[src/rtl/oni_pkg.sv]
// Shared types, constants and helper functions for the octree insertion block.
package oni_pkg;

  localparam int MAX_LEVELS_DEF     = 5;
  localparam int OBJECT_ID_BITS_DEF = 16;

  // Fixed field widths
  localparam int COORD_W    = 32;  // signed Q16.16 coordinate
  localparam int EXT_W      = 31;  // unsigned Q15.16 extent / radius
  localparam int CENTER_W   = 34;  // node center, root plus all steps
  localparam int DELTA_W    = 35;  // sphere center minus node center
  localparam int DEPTH_W    = 3;
  localparam int ID_IN_W    = 16;
  localparam int NODE_OUT_W = 13;
  localparam int LEVEL_OUT_W = 3;
  localparam int CFG_IDX_W  = 3;
  localparam int CFG_DATA_W = 32;

  // Configuration register indexes
  localparam logic [CFG_IDX_W-1:0] CFG_ROOT_X    = 3'd0;
  localparam logic [CFG_IDX_W-1:0] CFG_ROOT_Y    = 3'd1;
  localparam logic [CFG_IDX_W-1:0] CFG_ROOT_Z    = 3'd2;
  localparam logic [CFG_IDX_W-1:0] CFG_HALF_X    = 3'd3;
  localparam logic [CFG_IDX_W-1:0] CFG_HALF_Y    = 3'd4;
  localparam logic [CFG_IDX_W-1:0] CFG_HALF_Z    = 3'd5;
  localparam logic [CFG_IDX_W-1:0] CFG_DEPTH_LIM = 3'd6;

  // Controls from the sequencer to the descent unit
  typedef struct packed {
    logic load;  // take a new item, start at the root
    logic step;  // move one level down
  } walk_ctrl_t;

  // Nodes in a complete octree of the given number of levels
  function automatic int node_count(input int levels);
    return ((8 ** levels) - 1) / 7;
  endfunction

  // Address width for a store of the given depth, at least one bit
  function automatic int addr_width(input int depth);
    return (depth > 1) ? $clog2(depth) : 1;
  endfunction

endpackage

[src/rtl/oni_descent.sv]
// Descent unit: per-level straddle test and child center update.
module oni_descent #(
  parameter int OBJECT_ID_BITS = oni_pkg::OBJECT_ID_BITS_DEF,
  parameter int NODE_W         = 13,
  parameter int LVL_W          = 3
) (
  input  logic                                clk,
  input  oni_pkg::walk_ctrl_t                 ctrl,
  input  logic signed [oni_pkg::COORD_W-1:0]  root_x,
  input  logic signed [oni_pkg::COORD_W-1:0]  root_y,
  input  logic signed [oni_pkg::COORD_W-1:0]  root_z,
  input  logic [oni_pkg::EXT_W-1:0]           half_x,
  input  logic [oni_pkg::EXT_W-1:0]           half_y,
  input  logic [oni_pkg::EXT_W-1:0]           half_z,
  input  logic [LVL_W-1:0]                    lim_in,
  input  logic [OBJECT_ID_BITS-1:0]           id_in,
  input  logic signed [oni_pkg::COORD_W-1:0]  sx_in,
  input  logic signed [oni_pkg::COORD_W-1:0]  sy_in,
  input  logic signed [oni_pkg::COORD_W-1:0]  sz_in,
  input  logic [oni_pkg::EXT_W-1:0]           radius_in,
  output logic                                stop,
  output logic [NODE_W-1:0]                   node,
  output logic [LVL_W-1:0]                    level,
  output logic [OBJECT_ID_BITS-1:0]           id
);

  localparam int CW = oni_pkg::CENTER_W;
  localparam int DW = oni_pkg::DELTA_W;

  // Item registers
  logic signed [oni_pkg::COORD_W-1:0] sph [3];
  logic signed [CW-1:0]               ctr [3];
  logic [oni_pkg::EXT_W-1:0]          hs  [3];   // half extent >> (level-1)
  logic [oni_pkg::EXT_W-1:0]          radius;
  logic [LVL_W-1:0]                   lim;

  logic signed [oni_pkg::COORD_W-1:0] root_a [3];
  logic [oni_pkg::EXT_W-1:0]          half_a [3];
  logic signed [DW-1:0]               delta  [3];
  logic [DW-1:0]                      mag    [3];
  logic signed [CW-1:0]               stp    [3];
  logic signed [CW-1:0]               ctr_next [3];
  logic [2:0]                         near;
  logic [2:0]                         oct;
  logic [NODE_W-1:0]                  node_next;

  always_comb begin
    root_a[0] = root_x;
    root_a[1] = root_y;
    root_a[2] = root_z;
    half_a[0] = half_x;
    half_a[1] = half_y;
    half_a[2] = half_z;
    for (int a = 0; a < 3; a++) begin
      delta[a]    = DW'(sph[a]) - DW'(ctr[a]);
      mag[a]      = delta[a][DW-1] ? DW'(-delta[a]) : DW'(delta[a]);
      near[a]     = (mag[a] <= DW'(radius));
      oct[a]      = !delta[a][DW-1] && (delta[a] != '0);
      stp[a]      = CW'(hs[a] >> 1);
      ctr_next[a] = oct[a] ? (ctr[a] + stp[a]) : (ctr[a] - stp[a]);
    end
    node_next = NODE_W'({node, oct} + 1'b1);
    stop      = (|near) || (level >= lim);
  end

  always_ff @(posedge clk) begin
    if (ctrl.load) begin
      sph[0] <= sx_in;
      sph[1] <= sy_in;
      sph[2] <= sz_in;
      for (int a = 0; a < 3; a++) begin
        ctr[a] <= CW'(root_a[a]);
        hs[a]  <= half_a[a];
      end
      radius <= radius_in;
      lim    <= lim_in;
      id     <= id_in;
      node   <= '0;
      level  <= LVL_W'(1);
    end else if (ctrl.step) begin
      for (int a = 0; a < 3; a++) begin
        ctr[a] <= ctr_next[a];
        hs[a]  <= hs[a] >> 1;
      end
      node  <= node_next;
      level <= level + LVL_W'(1);
    end
  end

endmodule

[config.mk]
export PLATFORM = sky130hd
export DESIGN_NAME = oni_descent
export DESIGN_NICKNAME = d
export VERILOG_FILES = /design/src/rtl/oni_pkg.sv /design/src/rtl/oni_descent.sv
export SDC_FILE = /design/constraint.sdc
export NUM_CORES = 1
export LEC_CHECK = 0
export BUFFER_PORTS_ARGS = -buffer_cell sky130_fd_sc_hd__buf_4
export CORE_MARGIN = 2
export CORE_UTILIZATION = 45
export DETAILED_ROUTE_END_ITERATION = 8
export MAX_ROUTING_LAYER = met4
export PLACE_DENSITY_LB_ADDON = 0.1
export SYNTH_ARGS = -nofsm -noshare
export SYNTH_HDL_FRONTEND = slang
export SYNTH_SLANG_ARGS = --single-unit
[constraint.sdc]
create_clock -name clk -period 8 [get_ports clk]
set_input_delay 0.8 -clock clk [delete_from_list [all_inputs] [get_ports clk]]
set_output_delay 0.8 -clock clk [all_outputs]
set_load 0.1 [all_outputs]
# Yosys cells after proc, flatten, opt, wreduce, memory -nomap -nowiden
# Memories as Yosys holds them, arrays and structs flattened.
# Index checks and enable logic that the tools add are counted.
dict set report totals {
  rom_bits 0
  ramBits 291
  latch_bits 0
  regBits 66
  memories 3
}
dict set report classes {
  n_addsub 14
  shifts 0
  eq_ne 0
  reduce_logical 11
  mux 17
  n_div 0
  n_bitwise 6
  multipliers 0
  n_lt_le_gt_ge 4
}
# name words width rd rd_clocked_by_memory_dff wr line_no
set memory_table {}
lappend memory_table {ctr 3 34 3 0 3 oni_descent.sv:32} ;# logic signed [CW-1:0] ctr [3];
lappend memory_table {sph 3 32 3 0 3 oni_descent.sv:31} ;# logic signed [oni_pkg::COORD_W-1:0] sph [3];
lappend memory_table {hs 3 31 3 0 3 oni_descent.sv:33} ;# logic [oni_pkg::EXT_W-1:0] hs [3];
# op count
set op_table {}
lappend op_table {{34-bit 2-to-1 mux} 6}
lappend op_table {{35-bit by 31-bit less-or-equal comparator with 1-bit output} 3}
lappend op_table {{35-bit 2-to-1 mux} 3}
lappend op_table {{35-bit negator} 3}
lappend op_table {{35-bit nonzero test} 3}
lappend op_table {{32-bit by 34-bit subtractor with 35-bit output} 3}
lappend op_table {{34-bit by 31-bit adder with 34-bit output} 3}
lappend op_table {{34-bit by 31-bit subtractor with 34-bit output} 3}
lappend op_table {{31-bit 2-to-1 mux} 3}
lappend op_table {{13-bit by 1-bit adder with 13-bit output, second input constant} 1}
lappend op_table {{1-bit OR} 6}
lappend op_table {{1-bit 2-to-1 mux} 5}
lappend op_table {{3-bit by 1-bit adder with 3-bit output, second input constant} 1}
lappend op_table {{3-bit greater-or-equal comparator} 1}
lappend op_table {{1-bit logical AND} 3}
lappend op_table {{1-bit logical NOT} 3}
lappend op_table {{3-bit OR reduction} 1}
lappend op_table {{1-bit logical OR} 1}

# Logic depth before layout (Yosys ltp)
# Gate-level depths: netlist of the first run.
# An unclocked memory read counts as a cell.
dict set report logic_depth {
  depth_word 7
  depth_mapped 33
}

# Worst setup path after synthesis of the first run
# OpenSTA, ideal clock, no wires.
dict set report synth_path {
  path_kind {reg2out}
  from {mem sph[0][64] (netlist bit)}
  to {out stop}
  slack_ns -0.066
  stages_incl_launch_ff 30
  t_arrival_ns 7.266
  required_ns 7.200
  path_cell_list {edfxtp_1 inv_1 ha_1 inv_1 fa_1 a21o_1 a221oi_1 o211ai_1 a311oi_1 o31a_1 nor2_1 o21ba_2 a211o_1 o21a_1 clkbuf_1 a21oi_1 xnor2_1 ha_1 a21o_1 a21oi_1 nor2b_1 o21ai_0 nand2b_1 a21oi_1 nor2b_1 o21ai_0 a31oi_1 a211oi_1 a31oi_1 o311ai_1}
}
# item line_no
set synth_lines {}
lappend synth_lines {{start: declaration} oni_descent.sv:31}
lappend synth_lines {{end: declaration} oni_descent.sv:21} ;# output logic stop,

==> results.md, run 1 <==
Outcome:
- The run finished with clean final reports.

Clock network:
- TritonCTS built the clock tree.
- For this design, the sink count on the clock tree is 354.
- The clock slew seen by the registers of the worst setup and hold paths is approximately 60 ps.
- Clock tree synthesis selected as its root buffer the cell sky130_fd_sc_hd__clkbuf_16.
- The longest clock path from root to sink contains 3 buffers.
- The number of clock buffers added by TritonCTS is 44.
- The clock tree synthesis step divided the H-tree into 2 levels.
- The clock latency at the later pin of the worst-skew pair is roughly 600 ps.
- The number of buffers added to fix hold violations after cts is 0.

Setup path:
- The largest fanout on the critical path is 15.
- For the worst setup path, the data required time is just over 8000 ps.
- The worst path arrival time is between 7000 and 8000 ps.
- The endpoint kind of the worst setup timing path is a flip-flop.
- The library cell appearing most often on the critical path is sky130_fd_sc_hd__buf_4.
- The slowest stage of the critical path belongs to the cell sky130_fd_sc_hd__or3_4.
- The worst setup path is of the flip-flop to flip-flop kind.
- The worst setup path is launched from a flip-flop.
- For this run, the slowest stage of the critical path takes around 450 ps.

Logic synthesis:
- The largest area contributor in the synthesized netlist is sky130_fd_sc_hd__edfxtp_1.
- During synthesis, Yosys emitted a total of 0 warnings.
- In the synthesized netlist, the cells that appear most often are sky130_fd_sc_hd__nand2_1, sky130_fd_sc_hd__edfxtp_1, sky130_fd_sc_hd__ha_1, sky130_fd_sc_hd__o21ai_0, sky130_fd_sc_hd__xnor2_1.
- The number of instances in the synthesized netlist is 3450.
- Among all flip-flop cells after synthesis, the most frequent one is sky130_fd_sc_hd__edfxtp_1.
- The number of distinct library cells after synthesis is around 110.
- The synthesized netlist occupies a cell area of ~30000 µm².
- For this run, asynchronously set or reset flops after synthesis account for 0.
- The synthesized net count is between 4000 and 5000.
- The number of enable flip-flop cells after synthesis is 338.
- Sorting the synthesized cells by area gives the leading types as sky130_fd_sc_hd__edfxtp_1, sky130_fd_sc_hd__ha_1, sky130_fd_sc_hd__nand2_1.
- The most instantiated library cell after synthesis is sky130_fd_sc_hd__nand2_1.
- The portion of synthesized cell area occupied by the leading cell type is 0.334.
- The average instance in the mapped netlist occupies roughly 8.8 µm².
- Counting flops and latches in the post-synthesis netlist gives around 350.
- For this run, the register share of the synthesized area comes to 0.344.

Global route:
- The largest net degree at the start of global routing is between 150 and 200.
- The first global-routing pass estimated approximately 130000 µm of wire.
- Summed over all layers, the global routing overflow is 0.
- The number of antenna violations at the first check in global routing was 5.
- The total routing resource utilization after global routing is 0.250.
- The via count of the first global-routing pass is 24700.

Power:
- IR analysis of the VDD net gives a maximum drop of between 0.2 and 0.25 mV.
- The part of the total power dissipated in sequential elements is 0.204.
- For this design the total switching power over the nets is ~5600 µW.
- The combinational fraction of design power is 0.624.
- The internal portion of the total power is approximately 7000 µW.
- The switching power share of the total is 0.442.
- The part of the total power dissipated in the clock network is 0.172.
- The reported leakage power is about 0.016 µW.
- The power density normalized to cell area is about 350 nW/µm².

Floorplan:
- The die boundary height is 264 µm.
- The chip width is between 200 and 300 µm.
- 371 I/O pins were placed.
- The count of standard-cell rows is between 90 and 100.
- For this configuration, the core starts out at a cell density of 0.454.
- The overall die area is roughly 70000 µm².
- The core footprint is roughly 67000 µm².

Finish:
- At the end of the flow, the number of nets in the layout was 4466.
- The layout has 6466 filler cells.
- Across the whole layout, storage elements account for between 10000 and 15000 µm².
- In the final layout, the share of cells above drive strength 1 is 0.153.
- The design area is about 36000 µm².
- The synthesis-to-layout area growth is 18.5%.
- The multi-input combinational cells in the finished layout cover a total of roughly 19000 µm².
- The final cell count without fillers is 4727.

Route:
- The overall routed net length is between 80000 and 90000 µm.
- The mean number of vias per cell is 5.55.
- The number of search-and-repair iterations in the first detailed-routing pass is 5.
- The number of vias in the routed layout is between 20000 and 30000.
- In the final routed layout, each cell accounts on average for about 18 µm.
- The remaining number of nets flagged by the antenna check after routing is 0.
- In the routed design, unresolved DRC markers number 0.
- The DRC marker count from the first detailed-route iteration is between 1500 and 2000.

STA:
- The final hold violation count is 0.
- The max-slew violation count was 0.
- The maximum clock skew at final layout is about 24 ps.
- For this run, the top clock speed supported by timing is about 0.13 GHz.
- Once routing completed, OpenROAD measured the worst setup slack at around 400 ps.
- In the finished design, the share of the clock period the worst path needs comes to 0.949.
- The worst slew slack as a fraction of its limit is 0.326.
- The tightest hold path in the finished design has a slack of 387 ps.
- At the pin with the least slew margin, the transition time is ~1000 ps.
- Setup violations remaining at the end of the flow were counted as 0.
- Subtracting the final worst setup slack from the clock period gives around 7600 ps.

Placement:
- The placement-stage worst setup slack is approximately 170 ps.
- The HPWL after detailed placement is a little under 70000 µm.
- The final RePlAce weighted congestion is 0.940.
- The number of placed cells counting well taps is around 4600.
- Summing all placed instances gives a cell area of about 34000 µm².
- The quantity of I/O buffers inserted on ports is between 300 and 400.

Flow run:
- Across the run, the number of max-cap violations was 0.

Hold path:
- The type of the worst min-delay path is input pin to flip-flop.
[final cells by class]
class	count	share of cell area
clock buffers	50	0.0318
inverters	226	0.0238
well taps	873	0.0303
flip-flops and latches	354	0.291
repair buffers	424	0.0896
multi-input cells	2764	0.523
clock inverters	31	0.0109
diodes	5	0.000347
[critical path, delay by kind of cell (launching register included)]
family / cells / cell delay [ps]
and+or+nand+nor: 2 / 770
AOI/OAI and AO/OA: 17 / 4080
xor gates and xnor gates: 3 / 380
adders and majority gates: 3 / 890
buffers and inverters: 6 / 810
DFF: 1 / 370
[worst paths after layout]
kind	start	end	slack (ps)	cells past startpoint
worst min-delay path	sx_in[1]	sph[0][1]	390	1
worst max-delay path	sph[0][64]	ctr[0][98]	410	31
worst max register to register	sph[0][64]	ctr[0][98]	410	31
worst min register to register	node[10]	node[10]	490	2
[sequential cells by signal (all words and copies together), names as in the netlist]
register	cells
id	16
level	3
node	13
ctr	102
sph	96
hs	90
radius	31
lim	3
[per-stage QoR]
stage          TNS [ps]  total power, µW   util
2_1_floorplan         0             8460      -
4_1_cts               0            12500  0.534
3_5_place_dp          0            10300  0.511
5_1_grt           -2.88            13700  0.537
6_report              0            12600  0.537
3_3_place_gp          0            10300  0.511
[metal layers]
metal,vias to the layer above,routed length [µm],track usage
li1,13300,-,-
met1,12200,41100,0.339
met2,569,39300,0.393
met3,117,4490,0.0374
met4,0,2010,0.0620
met5,-,0,-
[power by group through the flow]
stage	clock network (µW)	registers, µW	logic (µW)
2_1_floorplan	0	2630	5830
3_3_place_gp	0	2610	7670
3_5_place_dp	0	2600	7700
4_1_cts	2210	2570	7750
5_1_grt	2270	2600	8790
6_report	2170	2570	7870
[placed cells by master (no fill, tap or decap), types with 18 or more instances in the layout]
master                      count
sky130_fd_sc_hd__and3_1        29
sky130_fd_sc_hd__a211oi_1      23
sky130_fd_sc_hd__xnor2_1      231
sky130_fd_sc_hd__o21a_1        25
sky130_fd_sc_hd__nand3_1       67
sky130_fd_sc_hd__o21bai_1      20
sky130_fd_sc_hd__xor2_1        99
sky130_fd_sc_hd__clkbuf_16     45
sky130_fd_sc_hd__a211o_1       18
sky130_fd_sc_hd__nand2b_1      35
sky130_fd_sc_hd__a21oi_1      227
sky130_fd_sc_hd__ha_1         308
sky130_fd_sc_hd__a21o_1       115
sky130_fd_sc_hd__a31oi_1       22
sky130_fd_sc_hd__nor4_1        25
sky130_fd_sc_hd__nand4_1       47
sky130_fd_sc_hd__nor2b_1       33
sky130_fd_sc_hd__nor3_1        61
sky130_fd_sc_hd__buf_4        419
sky130_fd_sc_hd__inv_1        223
sky130_fd_sc_hd__edfxtp_1     338
sky130_fd_sc_hd__nor2_1       176
sky130_fd_sc_hd__or3_1         37
sky130_fd_sc_hd__o211ai_1      22
sky130_fd_sc_hd__o21ai_0      232
sky130_fd_sc_hd__nand2_1      565
sky130_fd_sc_hd__o31ai_1       50
[kinds of logic after synthesis]
logic type | share of synthesized area
buffers and inverters | 0.0423
xor gates and xnor gates | 0.0969
DFF | 0.344
muxes | 0.00448
and+or+nand+nor | 0.183
AOI/OAI and AO/OA | 0.198
adders and majority gates | 0.131
[repair_timing]
| action | in CTS | in global routing |
|---|---|---|
| buffers inserted | 0 | 6 |
| endpoints found under the setup margin | 1 | 18 |
| gates resized for setup | 2 | 27 |
| pin swaps | 0 | 13 |
No activity file was read; power rests on OpenSTA's default activity.
==> run 2: changes to the inputs <==
--- a/config.mk
+++ b/config.mk
@@ -9,8 +9,9 @@
 export CORE_MARGIN = 2
 export CORE_UTILIZATION = 45
 export DETAILED_ROUTE_END_ITERATION = 8
+export GPL_ROUTABILITY_DRIVEN = 0
 export MAX_ROUTING_LAYER = met4
-export PLACE_DENSITY_LB_ADDON = 0.1
+export PLACE_DENSITY_LB_ADDON = 0.2
 export SYNTH_ARGS = -nofsm -noshare
 export SYNTH_HDL_FRONTEND = slang
 export SYNTH_SLANG_ARGS = --single-unit
==> results.md, run 2 (synthesis results as in run 1) <==
Power:
- The part of the total power dissipated in sequential elements is 0.209 (was 0.204).
- The reported leakage power is 0.0156 µW (was 0.0157 µW).
- The combinational fraction of design power came to 0.630 (was 0.624).
- The part of the total power dissipated in the clock network came to 0.161 (was 0.172).
- The switching power share of the total is 0.444 (was 0.442).
- The largest voltage drop on the vdd net came to 0.158 mV (was 0.202 mV).
- The power density normalized to cell area is 344 nW/µm² (was 350 nW/µm²).
- The switching component of the power was 5460 µW (was 5570 µW).
- The design internal power is 6850 µW (was 7040 µW).

Placement:
- The cell area after placement is 34200 µm² (was 34300 µm²).
- The placement-stage worst setup slack is 253 ps (was 172 ps).
- The number of placed cells counting well taps is 4626 (was 4635).
- The HPWL after detailed placement is 66500 µm (was 68500 µm).
- The quantity of I/O buffers inserted on ports is 367 (unchanged).

Setup path:
- The startpoint-to-endpoint class of the critical path is flip-flop to output port (was flip-flop to flip-flop).
- The largest fanout on the critical path is 6 (was 15).
- The reg-to-reg setup timing slack is 570 ps (was 410 ps).
- The worst path arrival time is 6840 ps (was 7890 ps).
- The destination of the worst register-to-register timing path is ctr[0][98] (unchanged).
- The endpoint kind of the worst setup timing path was an output port (was flip-flop).
- The depth of the most critical reg-to-reg path is 29 (was 31).
- The required arrival time at the worst endpoint was 7200 ps (was 8300 ps).
- The launching instance or port of the critical path is sph[0][0] (was sph[0][64]).
- The kind of start point of the critical path is a flip-flop (unchanged).
- The worst setup path endpoint is stop (was ctr[0][98]).
- The beginning of the worst register-to-register path is sph[0][64] (unchanged).

STA:
- The maximum clock skew at final layout is 20.9 ps (was 24.5 ps).
- The post-route minimum period is 7640 ps (was 7590 ps).
- The setup total negative slack is 0 ps (unchanged).
- The final hold violation count is 0 (unchanged).
- The actual transition at the worst max-transition pin is 988 ps (was 1010 ps).
- The max-slew violation count is 0 (unchanged).
- The maximum operating frequency came to 0.131 GHz (was 0.132 GHz).
- The worst slew slack as a fraction of its limit is 0.341 (was 0.326).
- The final clock period utilization by the worst path was 0.955 (was 0.949).
- The smallest setup slack after layout is 359 ps (was 408 ps).
- The final number of setup-violating endpoints was 0 (unchanged).

Finish:
- The layout filler cell count is 6382 (was 6466).
- The most common library cell in the layout ignoring fill and taps is sky130_fd_sc_hd__nand2_1 (unchanged).
- The synthesis-to-layout area growth is 17.7% (was 18.5%).
- The layout net count is 4451 (was 4466).
- The share of final-layout standard cells stronger than drive strength 1 was 0.148 (was 0.153).
- The final cell count without fillers is 4711 (was 4727).
- Largest registers: ctr x102, sph x96, hs x90 (unchanged).
- Commonest cells after routing, fill and taps aside: sky130_fd_sc_hd__nand2_1, sky130_fd_sc_hd__buf_4, sky130_fd_sc_hd__edfxtp_1, sky130_fd_sc_hd__ha_1, sky130_fd_sc_hd__o21ai_0 (unchanged).
- The register containing the most flip-flops in the final layout was ctr (unchanged).
- The flip-flop count of the largest register, all copies and words added is 102 (unchanged).
- The post-layout utilization of the core is 0.534 (was 0.537).
- The design area is 35800 µm² (was 36000 µm²).

Hold path:
- The number of stages on the worst hold path is 1 (unchanged).
- The type of the worst min-delay path is input pin to flip-flop (unchanged).

Clock network:
- The number of buffers added to fix hold violations after cts is 0 (unchanged).
- The buffer cell driving the clock tree root is sky130_fd_sc_hd__clkbuf_16 (unchanged).
- The maximum number of buffers from clock root to sink is 3 (unchanged).
- The number of sinks handled by clock tree synthesis was 354 (unchanged).
- The H-tree depth is 2 (unchanged).
- The clock slew seen by the registers of the worst setup and hold paths is 60 ps (about the same).
- The CTS tree is done (unchanged).
- The clock latency at the later pin of the worst-skew pair is 590 ps (was 600 ps).
- The number of buffers created by CTS is 43 (was 44).

Floorplan:
- The count of standard-cell rows is 95 (unchanged).
- The effective utilization at floorplan was 0.454 (unchanged).
- The core footprint is 67000 µm² (unchanged).
- The die boundary height is 264 µm (unchanged).
- The number of primary I/O pins is 371 (unchanged).
- The overall die area is 69700 µm² (unchanged).
- The chip width is 264 µm (unchanged).

Global route:
- The overall overflow remaining after global route is 0 (unchanged).
- The largest net degree at the start of global routing is 130 (was 175).
- The via count of the first global-routing pass is 24900 (was 24700).
- The number of antenna violations at the first check in global routing is 5 (unchanged).
- The global-route wire length before repair is 132000 µm (was 135000 µm).
- The total routing resource utilization after global routing is 0.242 (was 0.250).

Route:
- The DRC violation count after routing is 0 (unchanged).
- The number of search-and-repair iterations in the first detailed-routing pass is 6 (was 5).
- The number of vias in the routed layout is 26100 (was 26200).
- The DRC marker count from the first detailed-route iteration is 1872 (was 1620).
- The remaining number of nets flagged by the antenna check after routing was 0 (unchanged).
- The average routed wire per standard cell was 17.9 µm (was 18.4 µm).
- The overall routed net length was 84400 µm (was 86900 µm).
- The mean number of vias per cell is 5.53 (was 5.55).

Outcome:
- Result of the run: finished, final reports clean (unchanged).

Flow run:
- The number of violations of the max-capacitance limit came to 0 (unchanged).
==> run 2: what timing repair did <==
action | in CTS | in global routing
resized for setup | 0 | 28
endpoints found under the setup margin | 0 | 20
buffers inserted | 0 | 1
==> run 2: per-stage QoR <==
step	hold slack (ps)	total power, µW
final	384	12300
after global routing	367	13400
after CTS	352	12200
after detailed placement	486	10200
after global placement	479	10100
after floorplan	547	8460
==> run 2: layer usage <==
layer  track usage  vias to the layer above  part of all wire
li1              -                    13300                 -
met1         0.329                    12100              0.47
met2         0.386                      592              0.46
met3        0.0219                      111             0.047
met4        0.0706                        0             0.027
met5             -                        -                 0
==> run 2: final cells by class <==
cell class / count / area, µm² / share of cell area
Multi-Input combinational cell: 2764 / 18800 / 0.526
Tap cell: 873 / 1090 / 0.0305
Antenna cell: 5 / 12.5 / 0.000350
Sequential cell: 354 / 10500 / 0.293
Clock buffer: 49 / 1120 / 0.0313
Clock inverter: 30 / 288 / 0.00804
Inverter: 226 / 858 / 0.0240
Timing Repair Buffer: 410 / 3130 / 0.0874
==> run 2: how the worst min path moves through the flow <==
stage / start / end / slack [ps]
6_report: sz_in[26] / sph[0][90] / 380
2_1_floorplan: hs[0][68] / hs[0][67] / 550
5_1_grt: sz_in[26] / sph[0][90] / 370
3_5_place_dp: node[11] / node[11] / 490
3_3_place_gp: node[11] / node[11] / 480
4_1_cts: lim_in[1] / lim[1] / 350
==> run 2: power by group through the flow <==
stage	registers [µW]	clock network, µW	logic [µW]
after floorplan	2630	0	5830
after detailed placement	2610	0	7580
final	2570	1980	7760
after global routing	2600	2100	8690
after global placement	2600	0	7490
after CTS	2570	2040	7630
==> run 2: worst max-delay path, stage by stage (launching register included) <==
cell                        delay, ps
sky130_fd_sc_hd__edfxtp_1         350
sky130_fd_sc_hd__inv_1             90
sky130_fd_sc_hd__ha_1             230
sky130_fd_sc_hd__inv_1             70
sky130_fd_sc_hd__fa_1             470
sky130_fd_sc_hd__a21o_1           230
sky130_fd_sc_hd__a221oi_4         290
sky130_fd_sc_hd__buf_12           160
sky130_fd_sc_hd__o2bb2ai_4         90
sky130_fd_sc_hd__a31oi_1          390
sky130_fd_sc_hd__o21ai_1          150
sky130_fd_sc_hd__xnor2_1          190
sky130_fd_sc_hd__or4_1            560
sky130_fd_sc_hd__or4b_1           600
sky130_fd_sc_hd__o31ai_1          280
sky130_fd_sc_hd__xnor2_1          110
sky130_fd_sc_hd__ha_1             300
sky130_fd_sc_hd__nand4_1          180
sky130_fd_sc_hd__or3_1            400
sky130_fd_sc_hd__o221ai_1         200
sky130_fd_sc_hd__nand2_1          190
sky130_fd_sc_hd__a221oi_1         320
sky130_fd_sc_hd__o311ai_2         170
sky130_fd_sc_hd__buf_6            220
==> run 3: changes to the inputs <==
--- a/config.mk
+++ b/config.mk
@@ -9,7 +9,6 @@
 export CORE_MARGIN = 2
 export CORE_UTILIZATION = 45
 export DETAILED_ROUTE_END_ITERATION = 8
-export GPL_ROUTABILITY_DRIVEN = 0
 export MAX_ROUTING_LAYER = met4
 export PLACE_DENSITY_LB_ADDON = 0.2
 export SYNTH_ARGS = -nofsm -noshare
==> constraint.sdc (replaced) <==
create_clock -name clk -period 8 [get_ports clk]
set_input_delay 0.4 -clock clk [delete_from_list [all_inputs] [get_ports clk]]
set_output_delay 0.4 -clock clk [all_outputs]
set_load 0.1 [all_outputs]
==> results.md, run 3 (synthesis results as in run 1) <==
Outcome:
- Result of the run: finished, final reports clean (unchanged).

STA:
- The final hold violation count is 0 (unchanged).
- The tightest hold margin is 14.5 ps (was 384 ps).
- The smallest setup slack after layout is 472 ps (was 359 ps).
- The worst slew slack as a fraction of its limit was 0.278 (was 0.341).
- The post-route minimum period came to 7530 ps (was 7640 ps).
- The final number of setup-violating endpoints is 0 (unchanged).
- The actual transition at the worst max-transition pin came to 1080 ps (was 988 ps).
- The final clock period utilization by the worst path was 0.941 (was 0.955).
- The maximum clock skew at final layout is 23.1 ps (was 20.9 ps).
- The setup total negative slack is 0 ps (unchanged).
- The max-slew violation count was 0 (unchanged).
- The maximum operating frequency is 0.133 GHz (was 0.131 GHz).

Route:
- The number of vias in the routed layout is 27200 (was 26100).
- The mean number of vias per cell is 5.62 (was 5.53).
- The DRC marker count from the first detailed-route iteration came to 2708 (was 1872).
- The average routed wire per standard cell is 19.1 µm (was 17.9 µm).
- The number of search-and-repair iterations in the first detailed-routing pass is 6 (unchanged).
- The DRC violation count after routing is 0 (unchanged).
- The remaining number of nets flagged by the antenna check after routing is 0 (unchanged).
- The overall routed net length is 92800 µm (was 84400 µm).

Global route:
- The total routing resource utilization after global routing is 0.265 (was 0.242).
- The overall overflow remaining after global route is 0 (unchanged).
- The global-route wire length before repair was 141000 µm (was 132000 µm).
- The largest net degree at the start of global routing is 163 (was 130).
- The number of antenna violations at the first check in global routing came to 14 (was 5).
- The via count of the first global-routing pass was 24900 (about the same).

Clock network:
- The clock slew seen by the registers of the worst setup and hold paths is 60 ps (about the same).
- The buffer cell driving the clock tree root is sky130_fd_sc_hd__clkbuf_16 (unchanged).
- The CTS tree is done (unchanged).
- The clock latency at the later pin of the worst-skew pair is 600 ps (was 590 ps).
- The number of buffers created by CTS is 42 (was 43).
- The number of sinks handled by clock tree synthesis is 354 (unchanged).
- The H-tree depth was 2 (unchanged).
- The maximum number of buffers from clock root to sink is 3 (unchanged).

Setup path:
- The worst-path cell with the longest stage delay is sky130_fd_sc_hd__a311oi_2 (was sky130_fd_sc_hd__or4b_1).
- The startpoint-to-endpoint class of the critical path is flip-flop to flip-flop (was flip-flop to output port).
- The largest fanout on the critical path is 15 (was 6).
- The worst path arrival time is 7830 ps (was 6840 ps).
- The worst stage delay on the critical path is 490 ps (was 600 ps).
- The required arrival time at the worst endpoint is 8310 ps (was 7200 ps).
- The kind of start point of the critical path is a flip-flop (unchanged).
- The endpoint kind of the worst setup timing path is a flip-flop (was output port).
- The reg-to-reg setup timing slack came to 470 ps (was 570 ps).

Placement:
- The number of placed cells counting well taps is 4630 (was 4626).
- The final RePlAce weighted congestion is 0.952.
- The placement-stage worst setup slack is 248 ps (was 253 ps).
- The quantity of I/O buffers inserted on ports was 367 (unchanged).
- The HPWL after detailed placement is 73200 µm (was 66500 µm).

Power:
- The power density normalized to cell area is 340 nW/µm² (was 344 nW/µm²).
- The design internal power is 6950 µW (was 6850 µW).
- The part of the total power dissipated in the clock network is 0.163 (was 0.161).
- The combinational fraction of design power was 0.630 (about the same).
- The part of the total power dissipated in sequential elements is 0.207 (was 0.209).
- The switching component of the power is 5660 µW (was 5460 µW).
- The largest voltage drop on the vdd net is 0.170 mV (was 0.158 mV).
- The reported leakage power came to 0.0162 µW (was 0.0156 µW).
- The switching power share of the total came to 0.449 (was 0.444).

Floorplan:
- The overall die area came to 69700 µm² (unchanged).
- The number of primary I/O pins is 371 (unchanged).
- The core footprint is 67000 µm² (unchanged).
- The effective utilization at floorplan is 0.454 (unchanged).
- The die boundary height came to 264 µm (unchanged).
- The chip width came to 264 µm (unchanged).
- The count of standard-cell rows was 95 (unchanged).

Finish:
- The layout net count is 4582 (was 4451).
- Commonest cells after routing, fill and taps aside: sky130_fd_sc_hd__nand2_1, sky130_fd_sc_hd__buf_4, sky130_fd_sc_hd__edfxtp_1, sky130_fd_sc_hd__ha_1, sky130_fd_sc_hd__o21ai_0 (unchanged).
- The layout filler cell count is 6262 (was 6382).
- The flip-flop count of the largest register, all copies and words added is 102 (unchanged).
- The register containing the most flip-flops in the final layout is ctr (unchanged).
- The final cell count without fillers is 4849 (was 4711).
- The post-layout utilization of the core was 0.553 (was 0.534).
- The synthesis-to-layout area growth is 22.0% (was 17.7%).
- The most common library cell in the layout ignoring fill and taps is sky130_fd_sc_hd__nand2_1 (unchanged).
- Largest registers: ctr x102, sph x96, hs x90 (unchanged).
- The share of final-layout standard cells stronger than drive strength 1 was 0.145 (was 0.148).

Hold path:
- The type of the worst min-delay path is input pin to flip-flop (unchanged).

Flow run:
- The number of violations of the max-capacitance limit is 0 (unchanged).
==> run 3: worst paths after layout <==
check        startpoint    endpoint  cells past startpoint
max          sph[0][64]  ctr[0][98]                     30
min            sy_in[4]  sph[0][36]                      1
max reg2reg  sph[0][64]  ctr[0][98]                     30
min reg2reg    node[11]    node[11]                      2
==> run 3: stage by stage <==
step | power [µW] | instance area (µm²)
5_1_grt | 13600 | 37100
6_report | 12600 | 37100
3_3_place_gp | 10200 | 34200
4_1_cts | 12500 | 36900
3_5_place_dp | 10300 | 34200
2_1_floorplan | 8460 | 30400
==> run 3: worst max-delay path, delay by kind of cell (launching register included) <==
family / cells / cell delay, ps
AO/OA/AOI/OAI: 19 / 4650
AND/OR/NAND/NOR: 2 / 380
adder cells (fa/ha/maj): 3 / 860
flip-flops: 1 / 360
buffers and inverters: 3 / 330
XOR/XNOR: 3 / 640
==> run 3: final cells by class <==
type                       count  area [µm²]  area share
multi-input combinational   2764       18800       0.506
inverter                     226         856      0.0231
timing repair buffer         542        4420       0.119
clock inverter                24         314     0.00846
antenna                       13        32.5    0.000877
tap                          873        1090      0.0294
clock buffer                  53        1140      0.0308
sequential                   354       10500       0.282
==> run 3: power groups by stage <==
stage                     clock [µW]  sequential [µW]  combinational [µW]
after floorplan                    0             2630                5830
after global placement             0             2630                7610
after detailed placement           0             2630                7680
after CTS                       2090             2600                7780
after global routing            2150             2630                8850
final                           2050             2610                7940
==> run 3: per-layer routing <==
| layer | part of all wire | wire, µm | vias to the layer above | global-route usage |
|---|---|---|---|---|
| met5 | 0 | 0 | - | - |
| li1 | - | - | 13600 | - |
| met4 | 0.023 | 2150 | 0 | 0.0756 |
| met1 | 0.49 | 45000 | 12700 | 0.391 |
| met3 | 0.069 | 6400 | 116 | 0.0350 |
| met2 | 0.42 | 39200 | 891 | 0.379 |
==> run 3: what timing repair did <==
action	in CTS	in global routing
endpoints found under the setup margin	0	20
hold buffers	125	2
buffers inserted	0	2
resized for setup	0	23
endpoints found under the hold margin	125	2
